`src/design/chain_length_memo_walker_core_defines.svh`:
```
// ---------------------------------------------------------------------------
// chain length memo walker defines
// assertion macros used by the walker core, the one file that carries checks
// ---------------------------------------------------------------------------
`ifndef CHAIN_LENGTH_MEMO_WALKER_CORE_DEFINES_SVH
`define CHAIN_LENGTH_MEMO_WALKER_CORE_DEFINES_SVH

// antecedent holds, consequent in the same cycle
`define CLMW_ASSERT_NOW(label, clk, rst, ante, cons) \
   label: assert property (@(posedge clk) disable iff (rst) (ante) |-> (cons)) \
      else $error("clmw check failed");

// antecedent holds, consequent in the next cycle
`define CLMW_ASSERT_NEXT(label, clk, rst, ante, cons) \
   label: assert property (@(posedge clk) disable iff (rst) (ante) |=> (cons)) \
      else $error("clmw check failed");

`endif

```
`src/design/clmw_pkg.sv`:
```
// ---------------------------------------------------------------------------
// clmw package
// sizes, opcodes, command and status types of the memo walker
// ---------------------------------------------------------------------------
package clmw_pkg;

   localparam int unsigned MAX_FRAGS = 4095;
   localparam int unsigned ID_W      = 12;
   localparam int unsigned SLOT_W    = ID_W + 1;
   localparam int unsigned CNT_W     = 14;
   localparam int unsigned SLOTS     = 2 * (MAX_FRAGS + 1);
   localparam int unsigned N_W       = $clog2(SLOTS) + 1;
   localparam int unsigned EPOCH_W   = 8;
   localparam int unsigned ID_LIMIT  = (MAX_FRAGS < 4095) ? MAX_FRAGS : 4095;

   localparam logic [CNT_W-1:0]   CMAX      = '1;
   localparam logic [N_W-1:0]     SLOTS_N   = N_W'(SLOTS);
   localparam logic [SLOT_W-1:0]  SLOT_LAST = SLOT_W'(SLOTS - 1);
   localparam logic [ID_W-1:0]    ID_MAX    = ID_W'(ID_LIMIT);
   localparam logic [EPOCH_W-1:0] EPOCH_MAX = '1;

   localparam logic [1:0] OP_LOAD  = 2'd0;
   localparam logic [1:0] OP_QUERY = 2'd1;
   localparam logic [1:0] OP_CLEAR = 2'd2;

   typedef enum logic [4:0] {
      CMD_NONE,
      CMD_LOAD,
      CMD_QUERY,
      CMD_SWEEP,
      CMD_VSWEEP,
      CMD_MEMO_RD,
      CMD_MEMO_HIT,
      CMD_WALK_INIT,
      CMD_LOOP_RD,
      CMD_LOOP_EV,
      CMD_CYC_RD,
      CMD_CYC_EV,
      CMD_REW_INIT,
      CMD_REW_RD,
      CMD_REW_EV,
      CMD_ACCUM,
      CMD_PUT
   } cmd_op_type;

   typedef struct packed {
      cmd_op_type op;
      logic       memo_clear;
   } cmd_type;

   typedef struct packed {
      logic sweep_last;
      logic epoch_full;
      logic memo_hit;
      logic loop_go;
      logic loop_cyc;
      logic cyc_end;
      logic rew_go;
      logic side;
      logic out_free;
      logic fid_ok;
   } status_type;

   function automatic logic [CNT_W-1:0] sat_add(input logic [CNT_W-1:0] a,
                                               input logic [CNT_W-1:0] b);
      logic [CNT_W:0] s;
      s = {1'b0, a} + {1'b0, b};
      return s[CNT_W] ? CMAX : s[CNT_W-1:0];
   endfunction

   // successor beyond the id range or of fragment zero reads as none
   function automatic logic [SLOT_W-1:0] follow(input logic [SLOT_W-1:0] e);
      logic [ID_W-1:0] id;
      id = e[SLOT_W-1:1];
      return (id > ID_MAX || id == '0) ? '0 : e;
   endfunction

endpackage

```
`src/design/clmw_ctrl.sv`:
```
// ---------------------------------------------------------------------------
// clmw controller
// sequences loads, clears, the two walks of a query and the result hand-off
// ---------------------------------------------------------------------------
module clmw_ctrl
   import clmw_pkg::*;
(
   input  logic       clock,
   input  logic       reset,
   input  logic       req_valid,
   input  logic [1:0] req_op,
   output logic       req_ready,
   input  status_type status,
   output cmd_type    cmd
);

   typedef enum logic [14:0] {
      ST_SWEEP     = 15'b000000000000001,
      ST_IDLE      = 15'b000000000000010,
      ST_MEMO_RD   = 15'b000000000000100,
      ST_MEMO_CHK  = 15'b000000000001000,
      ST_VSWEEP    = 15'b000000000010000,
      ST_WALK_INIT = 15'b000000000100000,
      ST_LOOP_RD   = 15'b000000001000000,
      ST_LOOP_EV   = 15'b000000010000000,
      ST_CYC_RD    = 15'b000000100000000,
      ST_CYC_EV    = 15'b000001000000000,
      ST_REW_INIT  = 15'b000010000000000,
      ST_REW_RD    = 15'b000100000000000,
      ST_REW_EV    = 15'b001000000000000,
      ST_DONE      = 15'b010000000000000,
      ST_PUT       = 15'b100000000000000
   } state_type;

   state_type state_ff, state_in;
   logic      memo_clr_ff, memo_clr_in;

   assign req_ready = (state_ff == ST_IDLE);

   always_comb begin
      state_in       = state_ff;
      memo_clr_in    = memo_clr_ff;
      cmd.op         = CMD_NONE;
      cmd.memo_clear = memo_clr_ff;
      case (state_ff)
         ST_SWEEP: begin
            cmd.op = CMD_SWEEP;
            if (status.sweep_last) state_in = ST_IDLE;
         end
         ST_IDLE: begin
            if (req_valid) begin
               case (req_op)
                  OP_LOAD: cmd.op = CMD_LOAD;
                  OP_QUERY: begin
                     cmd.op   = CMD_QUERY;
                     state_in = status.fid_ok ? ST_MEMO_RD : ST_PUT;
                  end
                  OP_CLEAR: begin
                     memo_clr_in = 1'b1;
                     state_in    = ST_SWEEP;
                  end
                  default: ;
               endcase
            end
         end
         ST_MEMO_RD: begin
            cmd.op   = CMD_MEMO_RD;
            state_in = ST_MEMO_CHK;
         end
         ST_MEMO_CHK: begin
            if (status.memo_hit) begin
               cmd.op   = CMD_MEMO_HIT;
               state_in = ST_DONE;
            end else if (status.epoch_full) begin
               memo_clr_in = 1'b0;
               state_in    = ST_VSWEEP;
            end else begin
               state_in = ST_WALK_INIT;
            end
         end
         ST_VSWEEP: begin
            cmd.op = CMD_VSWEEP;
            if (status.sweep_last) state_in = ST_WALK_INIT;
         end
         ST_WALK_INIT: begin
            cmd.op   = CMD_WALK_INIT;
            state_in = ST_LOOP_RD;
         end
         ST_LOOP_RD: begin
            cmd.op   = CMD_LOOP_RD;
            state_in = ST_LOOP_EV;
         end
         ST_LOOP_EV: begin
            cmd.op = CMD_LOOP_EV;
            if (status.loop_go)       state_in = ST_LOOP_RD;
            else if (status.loop_cyc) state_in = ST_CYC_RD;
            else                      state_in = ST_REW_INIT;
         end
         ST_CYC_RD: begin
            cmd.op   = CMD_CYC_RD;
            state_in = ST_CYC_EV;
         end
         ST_CYC_EV: begin
            cmd.op   = CMD_CYC_EV;
            state_in = status.cyc_end ? ST_REW_INIT : ST_CYC_RD;
         end
         ST_REW_INIT: begin
            cmd.op   = CMD_REW_INIT;
            state_in = ST_REW_RD;
         end
         ST_REW_RD: begin
            cmd.op   = CMD_REW_RD;
            state_in = status.rew_go ? ST_REW_EV : ST_DONE;
         end
         ST_REW_EV: begin
            cmd.op   = CMD_REW_EV;
            state_in = ST_REW_RD;
         end
         ST_DONE: begin
            cmd.op   = CMD_ACCUM;
            state_in = status.side ? ST_PUT : ST_MEMO_RD;
         end
         ST_PUT: begin
            if (status.out_free) begin
               cmd.op   = CMD_PUT;
               state_in = ST_IDLE;
            end
         end
         default: state_in = ST_IDLE;
      endcase
   end

   always_ff @(posedge clock) begin
      if (reset) begin
         state_ff    <= ST_SWEEP;
         memo_clr_ff <= 1'b1;
      end else begin
         state_ff    <= state_in;
         memo_clr_ff <= memo_clr_in;
      end
   end

endmodule

```
`config.mk`:
```
export PLATFORM = sky130hd
export DESIGN_NAME = clmw_ctrl
export DESIGN_NICKNAME = d
export VERILOG_FILES = /design/src/design/chain_length_memo_walker_core_defines.svh /design/src/design/clmw_pkg.sv /design/src/design/clmw_ctrl.sv
export SDC_FILE = /design/constraint.sdc
export NUM_CORES = 1
export LEC_CHECK = 0
export BUFFER_PORTS_ARGS = -buffer_cell sky130_fd_sc_hd__buf_2
export CORE_MARGIN = 1
export CORE_UTILIZATION = 25
export DETAILED_ROUTE_END_ITERATION = 7
export GPL_TIMING_DRIVEN = 1
export PLACE_DENSITY = 0.48
export SKIP_CTS_REPAIR_TIMING = 1
export SLEW_MARGIN = 25
export SYNTH_ARGS = -nofsm -noshare
export SYNTH_HDL_FRONTEND = slang
export SYNTH_SLANG_ARGS = --single-unit
```
`constraint.sdc`:
```
create_clock -name clock -period 5.35 [get_ports clock]
set_input_delay 0.2675 -clock clock [delete_from_list [all_inputs] [get_ports clock]]
set_output_delay 0.2675 -clock clock [all_outputs]
set_load 0.1 [all_outputs]
```
==> results.ini <==
[synth]
synth_compound_area_share_pct = 13.6
synthCells = 159
ys.flop_type = dfxtp_1
synth_top_family_by_area = simple AND/OR/NAND/NOR gates
yosys.area_share.adder_pct = 0
ys_types = 47
async_flop_share_pct = 0
yosys_warnings = 0
synth_mux_area_share_pct = 0.812
mappedNetlistArea_sq_um = 1230
synth_edf_count = 0
synthSimpleGateAreaFrac_pct = 46.5
synth_seq_cells = 16
seq_area_frac_synth_pct = 26.0
syn-num-nets = 174
syn_area_per_cell_sq_um = 7.75
synthXorXnorAreaFrac_pct = 4.97

[floorplan]
fp.coreArea_sq_um = 4720
die_h_um = 72.2
initial_utilization_pct = 26.1
ioPinCount = 22
rows = 25
die_area_sq_um = 5210
die_x_um = 72.2

[routing]
wl_um = 3210
via_count = 1169
ant_nets = 0
drt-wirelength-per-cell_um = 13.7
route.detailed.drc = 0
drt_iter0_drc = 73
detail_route.first_pass.iterations = 4
viasPerCell = 4.97

[cts]
numCtsBuffers = 3
cts_tree = built
clk_pin_slew_ns = 0.06
clock_latency_ns = 0.25
clock_path_buffers = 2
htree_levels = 1
root_buffer = clkbuf_8
clock-sinks = 16

[grt]
overflow = 0
grt_pass1_wl_um = 5200
grt_antenna_before_repair = 0
grt_use_met2_pct = 19.5
use_met3_pct = 3.06
met1_usage_pct = 18.0
track_usage_pct = 13.1
grt_pass1_vias = 1043
grt_max_degree = 12
busiest_layer = met2

[hold_path]
whs_endpoint = state_ff[4]$_SDFFE_PP0P_
hold_path_class = input pin to flip-flop
holdPathStages = 2
hp-start = reset

[critical_path]
cp-end-kind = output pin
cpLargestDelayFamily = simple AND/OR/NAND/NOR gates
r2r-end = state_ff[3]$_SDFFE_PP0P_
cp.arrival_ns = 2.67
crit_type = flip-flop to output pin
reg2regPathDepth = 5
r2r_slack_ns = 2.87
required_ns = 5.08
crit_chain = nor3_2, nand4_1, or3b_1, o211ai_1, or3_1, buf_2
worst_path_max_delay_cell = nor3_2
reg2reg_from = state_ff[4]$_SDFFE_PP0P_
path_buf_inv = 1
critPathMaxStageDelay_ns = 0.59
start_kind = flip-flop
crit_fanout = 11

[timing]
whs_ns = 0.252
period_share_pct = 54.9
setup_viol = 0
clock_skew_ns = 0.00204
period_minus_slack_ns = 2.94
slew-limit-headroom_pct = 58.0
finalHoldViolations = 0
max_slew.worst_pin.slew_ns = 0.626
tns_ns = 0
clock.fmax_ghz = 0.341
final_max_slew_viol_count = 0
rsz0062_at_grt = no

[finish]
area_growth_pct = 13.0
finalNetCount = 184
drive_gt1_share_pct = 19.0
fin_util_pct = 29.5
antenna_cells = 0

[pwr]
power.density_nw_per_um2 = 224
p_total_uw = 312
peakVddDrop_uv = 85.0
p_leak_uw = 0.000531

[place]
port_buffers = 21
gp_congestion = 0.804
hpwl_um = 2520

[outcome]
status = finished, final reports clean

[flow_run]
drv_cap = 0

==> worst register-to-register path: cells and delay by family (launching register included) <==
kind | cells | cell delay, ns
AOI/OAI and AO/OA | 1 | 0.50
DFF | 1 | 0.42
and+or+nand+nor | 4 | 1.44
==> cells in the mapped netlist, drive strengths merged, types with 2 or more instances <==
master / n / area share (%)
o21ai: 7 / 2.8
nand2: 10 / 3.0
nor4b: 8 / 5.7
nor3: 10 / 4.1
o32ai: 2 / 1.4
xnor2: 3 / 2.1
dfxtp: 16 / 26
buf: 15 / 6.8
and4: 2 / 1.4
and2: 2 / 1.0
nor3b: 4 / 2.4
or3: 7 / 3.6
nor4: 4 / 4.3
inv: 3 / 0.91
nand2b: 4 / 2.0
xor2: 4 / 2.8
nor2: 15 / 4.6
nand4: 7 / 3.6
nand3b: 2 / 1.2
or2: 3 / 1.5
nor2b: 2 / 1.0
or4: 4 / 2.4
a21oi: 6 / 2.4
==> how the worst max path moves through the flow <==
stage,depth (start not counted),end,from,slack [ns]
after floorplan,4,cmd[5],state_ff[4]$_SDFFE_PP0P_,1.07
after global placement,6,cmd[1],state_ff[12]$_SDFFE_PP0P_,2.41
after detailed placement,6,cmd[1],state_ff[12]$_SDFFE_PP0P_,2.36
after CTS,6,cmd[1],state_ff[12]$_SDFFE_PP0P_,2.08
after global routing,6,cmd[1],state_ff[12]$_SDFFE_PP0P_,2.26
final,6,cmd[1],state_ff[12]$_SDFFE_PP0P_,2.41
==> report_power, final <==
| group | internal [uW] | leakage (uW) | total (uW) | switching (uW) |
|---|---|---|---|---|
| Combinational | 22.6 | 0.000373 | 76.2 | 53.5 |
| Clock | 65.4 | 0.0000288 | 109 | 44.0 |
| Sequential | 121 | 0.000130 | 127 | 5.55 |
| Total | 209 | 0.000531 | 312 | 103 |
==> sequential cells by signal, indices dropped and copies added (netlist names) <==
| signal | cells |
|---|---|
| state_ff | 15 |
| memo_clr_ff | 1 |
==> kinds of logic (layout without fill, tap and decap cells) <==
logic type | after synthesis | count (layout)
AND/OR/NAND/NOR | 91 | 91
AO/OA/AOI/OAI | 25 | 25
buffers and inverters | 19 | 28
XOR/XNOR | 7 | 7
flip-flops | 16 | 16
multiplexers | 1 | 1
==> layout by cell type (no fill, tap or decap), types with 3 or more instances in the layout <==
master	instances
o21ai_0	5
or4_1	4
xnor2_1	3
or2_2	3
nor3_1	9
nor4b_1	8
nand2_1	10
dfxtp_1	16
nand2b_1	4
clkbuf_8	4
nand4_1	7
or3_1	7
inv_1	3
buf_2	21
nor2_1	15
nor3b_1	4
xor2_1	4
a21oi_1	6
==> stage by stage <==
step                      cell area (sq um)  instances  setup slack, ns
after floorplan                        1230        159             1.07
after global placement                 1330        231             2.41
after detailed placement               1330        231             2.36
after CTS                              1390        235             2.08
after global routing                   1390        235             2.26
final                                  1390        235             2.41
==> area by class of cell <==
type	instances	area, sq um
Clock buffer	4	55.1
Fill cell	504	3330
Inverter	3	11.3
Multi-Input combinational cell	124	817
Sequential cell	16	320
Tap cell	67	83.8
Timing Repair Buffer	21	105
==> metal layers <==
layer	wire [um]	part of all wire, %
met5	0	0
met4	42	1.3
met3	133	4.1
met2	1450	45
met1	1590	49
No activity file was read; power rests on OpenSTA's default activity.
